File: config.mk
export PLATFORM = sky130hd
export DESIGN_NAME = dependency_cycle_detector
export DESIGN_NICKNAME = d
export VERILOG_FILES = /design/src/hdl/dcd_pkg.sv /design/src/hdl/dependency_cycle_detector.sv /design/src/hdl/dcd_ram.sv
export SDC_FILE = /design/constraint.sdc
export NUM_CORES = 2
export LEC_CHECK = 0
export BUFFER_PORTS_ARGS = -buffer_cell sky130_fd_sc_hd__clkbuf_2
export CAP_MARGIN = 30
export CORE_ASPECT_RATIO = 1.4
export CORE_UTILIZATION = 40
export DETAILED_ROUTE_END_ITERATION = 10
export HOLD_SLACK_MARGIN = 0.12
export REMOVE_ABC_BUFFERS = 1
export SLEW_MARGIN = 30
export SYNTH_ARGS = -nofsm -noshare
export SYNTH_HDL_FRONTEND = slang
export SYNTH_SLANG_ARGS = --single-unit
File: constraint.sdc
create_clock -name clk -period 7.8 [get_ports clk]
set_input_delay 0 -clock clk [delete_from_list [all_inputs] [get_ports clk]]
set_output_delay 0 -clock clk [all_outputs]
set_load 0.05 [all_outputs]
File: src/hdl/dcd_pkg.sv
// Package of the dependency cycle detector: sizes, derived widths, FSM states.
// No dependencies; used by the top level and the testbench.
`timescale 1ns / 1ps
package dcd_pkg;

	localparam int MAX_NODES = 64;
	localparam int MAX_EDGES = 256;

	localparam int NODE_W  = $clog2(MAX_NODES);      // node index
	localparam int CNT_W   = $clog2(MAX_NODES + 1);  // node count, queue pointers
	localparam int EDGE_AW = $clog2(MAX_EDGES);      // edge store address
	localparam int EDGE_CW = $clog2(MAX_EDGES + 1);  // edge count
	localparam int DEG_W   = $clog2(MAX_EDGES + 1);  // in-degree value
	localparam int EDGE_DW = 2 * NODE_W;             // stored {from, to}
	localparam int CFG_W   = 7;                      // node_count register

	typedef enum logic [2:0] {
		ST_IDLE,
		ST_LOAD,
		ST_SCAN,
		ST_DRAIN,
		ST_FETCH,
		ST_FETCH_WAIT,
		ST_WALK,
		ST_RESULT
	} dcd_state_t;

endpackage

File: src/hdl/dependency_cycle_detector.sv
// Top level of the dependency cycle detector: edge loading and Kahn evaluation.
// Depends on dcd_pkg and dcd_ram (in-degree store, edge store, ready queue).
`timescale 1ns / 1ps
//
// Channel   Handshake            Payload
// --------  -------------------  ------------------------------------------
// input     start & !busy        edge_present, edge_from, edge_to, last_edge
// result    done (one cycle)     has_cycle, edge_error
// config    cfg_we               cfg_wdata (node_count)
//
// Each input beat is an in-degree read, then the write back.
// On a last beat the evaluation follows: a scan of the N nodes, then for each
// ordered node a queue fetch plus a walk over the E stored edges (none when
// no edge is stored), then a closing fetch and the result cycle; busy stays
// high throughout.
// Reset clears all control state and the in-degree valid bits; no clearing pass.
// The receiver cannot stall: done is high for exactly one cycle per result.
module dependency_cycle_detector (
	input  logic                      clk,
	input  logic                      arst_n,
	input  logic                      start,
	output logic                      busy,
	input  logic                      edge_present,
	input  logic [dcd_pkg::NODE_W-1:0] edge_from,
	input  logic [dcd_pkg::NODE_W-1:0] edge_to,
	input  logic                      last_edge,
	input  logic                      cfg_we,
	input  logic [dcd_pkg::CFG_W-1:0] cfg_wdata,
	output logic                      done,
	output logic                      has_cycle,
	output logic                      edge_error
);

	import dcd_pkg::*;

	dcd_state_t state_q, state_d;

	// control registers
	logic [CFG_W-1:0]   node_count_q;
	logic [EDGE_CW-1:0] edge_total_q;
	logic               err_q;
	logic [CNT_W-1:0]   v_q, head_q, tail_q;
	logic [EDGE_CW-1:0] e_q;
	logic               ld_ok_q, ld_last_q;
	logic               scan_vld_s1, walk_vld_s1, dec_vld_s2;
	logic               fwd_vld_q;
	logic [MAX_NODES-1:0] indeg_vld_q;

	// payload registers
	logic [NODE_W-1:0] ld_from_q, ld_to_q, cur_q;
	logic [NODE_W-1:0] scan_node_s1, dec_node_s2, fwd_addr_q;
	logic [DEG_W-1:0]  fwd_data_q;

	// memory ports
	logic               indeg_we;
	logic [NODE_W-1:0]  indeg_waddr, indeg_raddr;
	logic [DEG_W-1:0]   indeg_wdata, indeg_rdata;
	logic               edge_we;
	logic [EDGE_DW-1:0] edge_rdata;
	logic               queue_we;
	logic [NODE_W-1:0]  queue_wdata, queue_rdata;

	// decoded control
	logic             accept;
	logic             scan_issue, walk_issue, fetch_issue;
	logic [CFG_W-1:0] nodes;
	logic             item_ok;
	logic [DEG_W-1:0] ld_old, dec_old;
	logic             scan_zero, walk_match, dec_we;
	logic             scan_push, dec_push;

	assign accept = start && !busy;
	assign nodes  = (node_count_q > CFG_W'(MAX_NODES)) ? CFG_W'(MAX_NODES) : node_count_q;

	// check an incoming edge against the nodes in use and the store size
	assign item_ok = edge_present
		&& (CFG_W'(edge_from) < nodes) && (CFG_W'(edge_to) < nodes)
		&& (edge_total_q < EDGE_CW'(MAX_EDGES));

	// in-degree reads: an entry not yet written this graph reads as zero
	assign ld_old    = indeg_vld_q[ld_to_q] ? indeg_rdata : '0;
	assign scan_zero = !indeg_vld_q[scan_node_s1] || (indeg_rdata == '0);
	always_comb begin
		if (fwd_vld_q && (fwd_addr_q == dec_node_s2)) begin
			dec_old = fwd_data_q;
		end else if (indeg_vld_q[dec_node_s2]) begin
			dec_old = indeg_rdata;
		end else begin
			dec_old = '0;
		end
	end

	assign walk_match = walk_vld_s1 && (edge_rdata[EDGE_DW-1:NODE_W] == cur_q);
	assign dec_we     = dec_vld_s2 && (dec_old != '0);
	assign dec_push   = dec_we && (dec_old == DEG_W'(1)) && (CFG_W'(dec_node_s2) < nodes);
	assign scan_push  = scan_vld_s1 && scan_zero;

	// next state
	always_comb begin
		state_d = state_q;
		unique case (state_q)
			ST_IDLE:       if (accept) state_d = ST_LOAD;
			ST_LOAD:       state_d = ld_last_q ? ST_SCAN : ST_IDLE;
			ST_SCAN:       if (CFG_W'(v_q + CNT_W'(1)) >= nodes) state_d = ST_DRAIN;
			ST_DRAIN: begin
				if (!scan_vld_s1 && !walk_vld_s1 && !dec_vld_s2) state_d = ST_FETCH;
			end
			ST_FETCH:      state_d = (head_q < tail_q) ? ST_FETCH_WAIT : ST_RESULT;
			ST_FETCH_WAIT: state_d = (edge_total_q == '0) ? ST_FETCH : ST_WALK;
			ST_WALK:       if (e_q + EDGE_CW'(1) == edge_total_q) state_d = ST_DRAIN;
			ST_RESULT:     state_d = ST_IDLE;
			default:       state_d = ST_IDLE;
		endcase
	end

	// state outputs
	always_comb begin
		busy        = (state_q != ST_IDLE);
		done        = (state_q == ST_RESULT);
		scan_issue  = (state_q == ST_SCAN) && (CFG_W'(v_q) < nodes);
		walk_issue  = (state_q == ST_WALK);
		fetch_issue = (state_q == ST_FETCH) && (head_q < tail_q);
	end

	assign has_cycle  = (CFG_W'(tail_q) != nodes);
	assign edge_error = err_q;

	// in-degree port: load write back or walk decrement; read address by phase
	always_comb begin
		indeg_we    = 1'b0;
		indeg_waddr = dec_node_s2;
		indeg_wdata = dec_old - DEG_W'(1);
		if (state_q == ST_LOAD) begin
			indeg_we    = ld_ok_q;
			indeg_waddr = ld_to_q;
			indeg_wdata = ld_old + DEG_W'(1);
		end else if (dec_we) begin
			indeg_we = 1'b1;
		end
		unique case (state_q)
			ST_IDLE: indeg_raddr = edge_to;
			ST_SCAN: indeg_raddr = v_q[NODE_W-1:0];
			default: indeg_raddr = edge_rdata[NODE_W-1:0];
		endcase
	end

	assign edge_we     = (state_q == ST_LOAD) && ld_ok_q;
	assign queue_we    = scan_push || dec_push;
	assign queue_wdata = scan_push ? scan_node_s1 : dec_node_s2;

	dcd_ram #(.DEPTH(MAX_NODES), .WIDTH(DEG_W)) u_indeg (
		.clk   (clk),
		.we    (indeg_we),
		.waddr (indeg_waddr),
		.wdata (indeg_wdata),
		.raddr (indeg_raddr),
		.rdata (indeg_rdata)
	);

	dcd_ram #(.DEPTH(MAX_EDGES), .WIDTH(EDGE_DW)) u_edges (
		.clk   (clk),
		.we    (edge_we),
		.waddr (edge_total_q[EDGE_AW-1:0]),
		.wdata ({ld_from_q, ld_to_q}),
		.raddr (e_q[EDGE_AW-1:0]),
		.rdata (edge_rdata)
	);

	dcd_ram #(.DEPTH(MAX_NODES), .WIDTH(NODE_W)) u_queue (
		.clk   (clk),
		.we    (queue_we),
		.waddr (tail_q[NODE_W-1:0]),
		.wdata (queue_wdata),
		.raddr (head_q[NODE_W-1:0]),
		.rdata (queue_rdata)
	);

	// control state
	always_ff @(posedge clk or negedge arst_n) begin
		if (!arst_n) begin
			state_q      <= ST_IDLE;
			node_count_q <= '0;
			edge_total_q <= '0;
			err_q        <= 1'b0;
			v_q          <= '0;
			head_q       <= '0;
			tail_q       <= '0;
			e_q          <= '0;
			ld_ok_q      <= 1'b0;
			ld_last_q    <= 1'b0;
			scan_vld_s1  <= 1'b0;
			walk_vld_s1  <= 1'b0;
			dec_vld_s2   <= 1'b0;
			fwd_vld_q    <= 1'b0;
			indeg_vld_q  <= '0;
		end else begin
			state_q     <= state_d;
			scan_vld_s1 <= scan_issue;
			walk_vld_s1 <= walk_issue;
			dec_vld_s2  <= walk_match;
			fwd_vld_q   <= dec_we;

			if (cfg_we) begin
				node_count_q <= cfg_wdata;
			end

			// latch the beat; flag a dropped edge
			if (accept) begin
				ld_ok_q   <= item_ok;
				ld_last_q <= last_edge;
				if (edge_present && !item_ok) begin
					err_q <= 1'b1;
				end
			end

			if (edge_we) begin
				edge_total_q <= edge_total_q + EDGE_CW'(1);
			end
			if (indeg_we) begin
				indeg_vld_q[indeg_waddr] <= 1'b1;
			end

			// advance the walk pointers
			if (scan_issue) begin
				v_q <= v_q + CNT_W'(1);
			end
			if (queue_we) begin
				tail_q <= tail_q + CNT_W'(1);
			end
			if (fetch_issue) begin
				head_q <= head_q + CNT_W'(1);
			end
			if (state_q == ST_FETCH_WAIT) begin
				e_q <= '0;
			end else if (walk_issue) begin
				e_q <= e_q + EDGE_CW'(1);
			end

			// drop the graph after its result
			if (state_q == ST_RESULT) begin
				edge_total_q <= '0;
				err_q        <= 1'b0;
				v_q          <= '0;
				head_q       <= '0;
				tail_q       <= '0;
				indeg_vld_q  <= '0;
			end
		end
	end

	// payload
	always_ff @(posedge clk) begin
		if (accept) begin
			ld_from_q <= edge_from;
			ld_to_q   <= edge_to;
		end
		if (state_q == ST_FETCH_WAIT) begin
			cur_q <= queue_rdata;
		end
		scan_node_s1 <= v_q[NODE_W-1:0];
		dec_node_s2  <= edge_rdata[NODE_W-1:0];
		fwd_addr_q   <= dec_node_s2;
		fwd_data_q   <= indeg_wdata;
	end

endmodule

File: src/hdl/dcd_ram.sv
// Simple dual-port synchronous RAM: one write port, one read port, registered read.
// No dependencies; sized by its parameters.
`timescale 1ns / 1ps
module dcd_ram #(
	parameter int DEPTH = 64,
	parameter int WIDTH = 8
) (
	input  logic                     clk,
	input  logic                     we,
	input  logic [$clog2(DEPTH)-1:0] waddr,
	input  logic [WIDTH-1:0]         wdata,
	input  logic [$clog2(DEPTH)-1:0] raddr,
	output logic [WIDTH-1:0]         rdata
);

	logic [WIDTH-1:0] mem [DEPTH];

	// Write, then registered read (old data on a same-address clash)
	always_ff @(posedge clk) begin
		if (we) begin
			mem[waddr] <= wdata;
		end
		rdata <= mem[raddr];
	end

endmodule

-- After elaboration in Yosys (flattened, before gate mapping)
Memory sizes are Yosys's and may differ from the RTL's. A register that Yosys moved wholly into a read port is not among the register bits.
Index checks and enable logic that the tools add are counted.
- bits in writable memories: 4032
- register bits: 165
- output and inout port bits: 4
- memories kept: 3
- magnitude comparators: 13
- equality and inequality tests: 16
- reduce and logical (&&, ||, !) cells: 40
- multiplexer cells: 47
- add/subtract/negate cells: 7
- bitwise operators: 1
- memories (name ; depth ; bits a word ; read ports ; clocked after Yosys merged registers in ; write ports ; RTL line ; source):
    u_edges.mem ; 256 ; 12 ; 1 ; 1 ; 1 ; dcd_ram.sv:16 ; logic [WIDTH-1:0] mem [DEPTH];
    u_indeg.mem ; 64 ; 9 ; 1 ; 1 ; 1 ; dcd_ram.sv:16 ;
    u_queue.mem ; 64 ; 6 ; 1 ; 1 ; 1 ; dcd_ram.sv:16 ;
- operators by type and width (operator ; count):
    64-bit two-way mux ; 2
    9-bit two-way mux ; 8
    64-bit OR ; 1
    7-bit two-way mux ; 7
    6-bit by 7-bit < comparator with 1-bit output (second input constant) ; 4
    9-bit by 1-bit adder with 9-bit output (second input constant) ; 3
    3-bit one-hot mux with 8 select lines ; 1
    7-bit by 1-bit adder with 7-bit output (second input constant) ; 3
    6-bit by 7-bit < comparator with 1-bit output ; 3
    1-bit binary-select mux with 6-bit select ; 3
    9-bit logical NOT ; 2
    1-bit logical AND ; 17
    2-bit nonzero test ; 8
    1-bit two-way mux ; 15
    7-bit < comparator ; 2
    3-bit == test (second input constant) ; 4
    6-bit == test ; 2
    3-bit two-way mux ; 4
    6-bit two-way mux ; 2
    6-bit one-hot mux with 2 select lines ; 1
    9-bit by 1-bit == test with 1-bit output (second input constant) ; 1
    9-bit == test ; 1
    9-bit < comparator (second input constant) ; 1
    9-bit nonzero test ; 1
    17 further kinds ; 28

-- Longest topological paths before layout
- word-level depth: 11
- depth in mapped cells: 17
- mapped depth without buffers: 13

-- Modules after synthesis
From an unflattened synthesis, not the netlist that was laid out.
- cells, all modules: 8259
- area total of the unflattened synthesis: 166682.4 µm²
- by module, submodules not included (module ; seq. area each (µm²) ; area an instance (µm²) ; instances ; cells each):
    dcd_ram at u_edges ; 92488.7 ; 118632.5 ; 1 ; 5506
    dcd_ram at u_indeg ; 17476.8 ; 22594.2 ; 1 ; 1020
    dcd_ram at u_queue ; 11651.2 ; 15225.9 ; 1 ; 720
    dependency_cycle_detector ; 4083.9 ; 10229.8 ; 1 ; 1013

-- Worst setup path after synthesis
Ideal clock, no wire load.
- path kind: reg2reg
- from: reg ld_to_q[0]
- to: mem u_indeg.mem[0][8] in the netlist's numbering (data pin)
- required time: 7243 ps
- arrival time: 7986 ps
- path slack: -743 ps
- path buffers: 1
- stages on the path, launching flop included: 12
- clock period less this slack: 8543 ps
- path through: edfxtp_1 -> buf_2 -> mux4_2 -> mux4_2 -> mux4_2 -> and2_1 -> ha_1 -> nand3_1 -> nor2_1 -> nand3_1 -> xor2_1 -> o22ai_1
- longest elaborated chain between the ends: 5
- ends and longest elaborated chain (element ; RTL line ; source):
    start: declaration ; dependency_cycle_detector.sv:50 ; logic [NODE_W-1:0] ld_from_q, ld_to_q, cur_q;
    start signal: assignment ; dependency_cycle_detector.sv:255 ; ld_to_q <= edge_to;
    1-bit binary-select mux with 6-bit select ; dependency_cycle_detector.sv:81 ; assign ld_old = indeg_vld_q[ld_to_q] ? indeg_rdata : '0;
    1-bit two-way mux (not written as such) ; dependency_cycle_detector.sv:81 ;
    9-bit two-way mux ; dependency_cycle_detector.sv:81 ;
    9-bit by 1-bit adder with 9-bit output ; dependency_cycle_detector.sv:136 ; indeg_wdata = ld_old + DEG_W'(1);
    9-bit two-way mux ; dependency_cycle_detector.sv:133 ; if (state_q == ST_LOAD) begin
    net indeg_wdata[8] ; dependency_cycle_detector.sv:57 ; logic [DEG_W-1:0] indeg_wdata, indeg_rdata;
    end: declaration ; dcd_ram.sv:16 ;
The timed path passes the listed nets, and every way through them passes these cells. The select of a mux whose other input is x is not followed.

-- Worst setup path after layout
- from: reg dec_node_s2[2]
- to: mem u_queue.mem[13][3] in the netlist's numbering (enable)
- longest elaborated chain between the ends: 11
- elaborated cells on any way between the ends: 15
- those cells by class: 1 x order compare; 2 x eq/ne; 6 x mux; 6 x reduce/logical
- ends and longest elaborated chain (element ; RTL line ; source):
    start: declaration ; dependency_cycle_detector.sv:51 ; logic [NODE_W-1:0] scan_node_s1, dec_node_s2, fwd_addr_q;
    start signal: assignment ; dependency_cycle_detector.sv:261 ; dec_node_s2 <= edge_rdata[NODE_W-1:0];
    1-bit binary-select mux with 6-bit select ; dependency_cycle_detector.sv:86 ; end else if (indeg_vld_q[dec_node_s2]) begin
    1-bit two-way mux (not written as such) ; dependency_cycle_detector.sv:86 ;
    9-bit two-way mux ; dependency_cycle_detector.sv:86 ;
    9-bit two-way mux ; dependency_cycle_detector.sv:84 ; if (fwd_vld_q && (fwd_addr_q == dec_node_s2)) begin
    9-bit nonzero test ; dependency_cycle_detector.sv:94 ; assign dec_we = dec_vld_s2 && (dec_old != '0);
    1-bit logical AND ; dependency_cycle_detector.sv:94 ;
    1-bit logical AND ; dependency_cycle_detector.sv:95 ; assign dec_push = dec_we && (dec_old == DEG_W'(1)) && (CFG_W'(dec_node_s2) < nodes);
    1-bit logical AND * ; dependency_cycle_detector.sv:95 ;
    1-bit logical OR * ; dependency_cycle_detector.sv:148 ; assign queue_we = scan_push || dec_push;
    1-bit two-way mux * ; dcd_ram.sv:20 ; if (we) begin
    1-bit two-way mux (not written as such) * ; dcd_ram.sv:21 ; mem[waddr] <= wdata;
    end: declaration ; dcd_ram.sv:16 ;
Every way passes the cells marked *; elsewhere a longest branch is shown, timed or not. The select of a mux whose other input is x is not followed.

==> summary.md <==
| Metric | Value |
|---|---|
| Area share of the largest cell type after synthesis | `0.7323` |
| Die Area | `417800 um^2` |
| Global-route wire length before repair | `approximately 610000 um` |
| Seq/Total Area, Yosys | `0.7569` |
| DR vias/cell | `between 5 and 6` |
| Critical path class | `register to register` |
| Initial antenna violation count | `14` |
| Req. time, crit path | `between 8 and 9 ns` |
| Worst reg2reg path depth | `12` |
| DRT Pass-1 Iters | `9` |
| Fmax | `about 180 MHz` |
| Setup Buffers After CTS | `0` |
| RSZ-0062 raised after global routing | `no` |
| Nets@finish | `around 8000` |
| Syn. warnings | `0` |
| Dpl hpwl | `258600 um` |
| Area leader, netlist | `edfxtp_1` |
| Core Area | `413000 um^2` |
| Synthesis-to-finish area growth | `12.73%` |
| Multiplexer share of the synthesized area | `0.1775` |
| Reg area | `125700 um^2` |
| Std-Cell Rows | `about 280` |
| Port Buffer Count | `28` |
| Fin crit period | `around 5.6 ns` |
| Worst-Skew Late Latency | `a little under 1 ns` |
| Ys flop type | `edfxtp_1` |
| Result of the run | `finished with violations` |
| TritonCTS buffer count | `between 300 and 400` |
| Final TNS setup | `0 ns` |
| Placed Cells | `between 10000 and 15000` |
| Reg2Reg Launch Point | `dec_node_s2[2]` |
| #FFs+latches synth | `4224` |
| Clock Tree Buf Depth | `4` |
| Remaining antenna violation count | `0` |
| Arrival time at the worst endpoint | `6.19 ns` |
| Die Wd | `roughly 550 um` |
| Pwr Total | `~64 mW` |
| Top layer in use | `met5` |
| CTS root buffer | `clkbuf_16` |
| Area of the multi-input gates | `38940 um^2` |
| Post-DP Area | `approximately 170000 um^2` |
| GRT overflow | `0` |
| Finish-stage setup viols | `0` |
| Clock transition at the registers of the reported paths | `0.07 ns` |
| Htree depth | `5` |
| Pwr Density | `343.6 nW/um^2` |
| Post-synth EDFFs | `4050` |
| Netlist Area Pre-Place | `about 170000 um^2` |
| WL met3 | `around 26000 um` |
| DR WL/cell | `31.00 um` |
| Die H | `approximately 760 um` |
| Final Hold Fails | `0` |
| Largest net degree at the start of global routing | `221` |
| Worst Path Max Fanout | `18` |
| Register-to-register setup slack | `2.17 ns` |
| Clock skew | `0.08286 ns` |
| Drt total wl | `about 430000 um` |
| Critical Path Start Type | `register` |
| Xor/xnor share of the synthesized area | `0.003428` |
| Pins Over Slew Limit | `0` |
| Finished Cell Area | `187200 um^2` |
| Max cap viols | `0` |
| Count of unique library cells instantiated by Yosys | `83` |
| Met2 Wirelength | `approximately 220000 um` |
| Synth async-reset ratio | `0.02841` |
| Peak supply drop | `0.3637 mV` |
| Starting Density | `0.4022` |
| Worst setup path start | `dec_node_s2[2]` |
| Routed metal-1 wirelength | `between 150000 and 200000 um` |
| Adder-Cell Fraction of Synth Area | `0.003541` |
| Fin cells | `13791` |
| Crit. End Element | `register` |
| Syn_area_per_cell | `~21 um^2` |
| Vias in the first global route | `between 80000 and 90000` |
| Relative slew slack | `0.2543` |
| DRC viols | `12` |
| Post-synthesis simple-gate area fraction | `0.02175` |
| Static Leak | `roughly 58 nW` |
| Clk sinks | `between 4000 and 5000` |
| First-iteration detailed-routing DRC count | `7935` |
| Layout cells sized above 1 | `0.2701` |
| Tightest Pin Transition | `1.110 ns` |
| Synth Area in Compound Gates | `0.02301` |
| GPL Wtd Cong | `just under 0.9` |
| IO Count | `29` |
| Period utilization | `0.7217` |
| TritonCTS clock tree | `done` |
| Number of fill cells in the layout | `~34000` |
| Failing checks | `DRC` |
| HP Class | `input port to async pin` |
| Via count | `~80000` |
| CP endpoint | `u_queue.mem[13][3]` |
| Top cells by area, synth | `edfxtp_1 73%, mux4_2 15%, mux2i_1 2.6%, dfrtp_1 1.8%, nor2_1 1.1%` |
| Worst R2R End | `u_queue.mem[13][3]` |
| Synth Instances | `a little under 8000` |
| Global-route usage over all layers | `0.2030` |
| Main combinational cell family by area after synthesis | `multiplexers` |
==> cell usage after synthesis (all sizes together), types with 75 or more instances <==
cell	instances
o221ai	132
nand2	168
dfrtp	120
clkbuf	218
nor2	471
a21oi	101
o22ai	75
buf	227
mux4	1111
mux2i	427
o21a	80
edfxtp	4050
==> sequential cells by signal, summed over array words and instances (netlist names), 9 cells and up <==
| register | flops |
|---|---|
| u_edges.mem | 3072 |
| u_indeg.mem | 576 |
| u_queue.mem | 384 |
| indeg_vld_q | 64 |
| u_edges.rdata | 12 |
| e_q | 9 |
| edge_total_q | 9 |
| fwd_data_q | 9 |
| u_indeg.rdata | 9 |
==> routing by layer <==
layer,GRT usage,vias up
met1,0.2550,42999
met3,0.02961,696
li1,-,32942
met4,0.08650,6
met5,0,-
met2,0.3516,2868
==> where the power goes <==
part	leakage [nW]	total, mW	switching (mW)	internal (mW)
Sequential	38.4	28.2	0.638	27.5
Clock	6.00	18.9	8.30	10.6
Combinational	13.1	17.2	10.6	6.64
==> how the worst min path moves through the flow <==
stage | from | end | cells after the start | slack, ns
after floorplan | arst_n | dec_vld_s2 | 0 | -0.30
after global placement | arst_n | e_q[6] | 1 | 0.06
after detailed placement | arst_n | e_q[6] | 1 | 0.08
after CTS | start | state_q[0] | 6 | 0.15
after global routing | start | state_q[0] | 6 | 0.25
final | arst_n | e_q[7] | 4 | 0.22
==> worst max-delay path: stages, from the launching register on <==
cell,delay [ns]
dfxtp_1,0.92
mux4_2,0.36
mux2i_1,0.10
a221oi_1,0.40
a22o_4,0.28
nand3_1,0.11
nand2_1,0.21
inv_1,0.11
ha_1,0.23
nand4b_1,0.24
o31ai_4,0.80
nand4_1,0.80
nor2_1,0.68
==> timing repair <==
action / in CTS / in global routing
hold buffers: 57 / 0
gates resized for setup: 0 / 0
endpoints found under the hold margin: 164 / 0
==> through the flow <==
stage | util | hold WS [ns] | setup WS [ns]
floorplan | - | -0.2956 | -27.37
global placement | 0.4195 | 0.05550 | 2.391
detailed placement | 0.4209 | 0.07636 | 2.289
CTS | 0.4524 | 0.1520 | 2.239
global route | 0.4533 | 0.2539 | 1.993
finish | 0.4534 | 0.2219 | 2.171
==> logic make-up (layout without fill, tap and decap cells) <==
kind of cell | Yosys count | count (layout)
multiplexers | 1549 | 1549
other | 0 | 10
adder cells (fa/ha/maj) | 47 | 47
AO/OA/AOI/OAI | 534 | 534
flip-flops | 4224 | 4224
XOR/XNOR | 65 | 65
buffers and inverters | 484 | 1048
AND/OR/NAND/NOR | 835 | 835
==> cells in the final DEF, fill, tap and decap left out, types with 28 or more instances in the layout <==
master / count
nor2_2: 212
o21a_1: 80
a21oi_1: 100
clkinvlp_4: 32
clkinv_2: 65
buf_4: 193
dfrtp_1: 113
o22ai_1: 72
nand2_1: 144
nand3_1: 54
mux2i_1: 426
dfxtp_1: 53
inv_1: 28
dlygate4sd3_1: 56
nor2_1: 252
clkbuf_16: 384
xnor2_1: 44
o21ai_0: 29
clkbuf_1: 57
edfxtp_1: 4050
nor3_1: 39
buf_12: 29
ha_1: 47
bufinv_16: 48
clkinv_1: 75
mux4_2: 1096
o221ai_1: 132
==> cell type report <==
class / instances / area share
Multi-Input combinational cell: 3030 / 0.2080
Clock inverter: 246 / 0.01383
Clock buffer: 441 / 0.05247
Inverter: 36 / 0.0007752
Tap cell: 5479 / 0.03661
Antenna cell: 10 / 0.0001337
Timing Repair Buffer: 325 / 0.01669
Sequential cell: 4224 / 0.6715
Note: power is estimated with default switching activity, not from simulation.
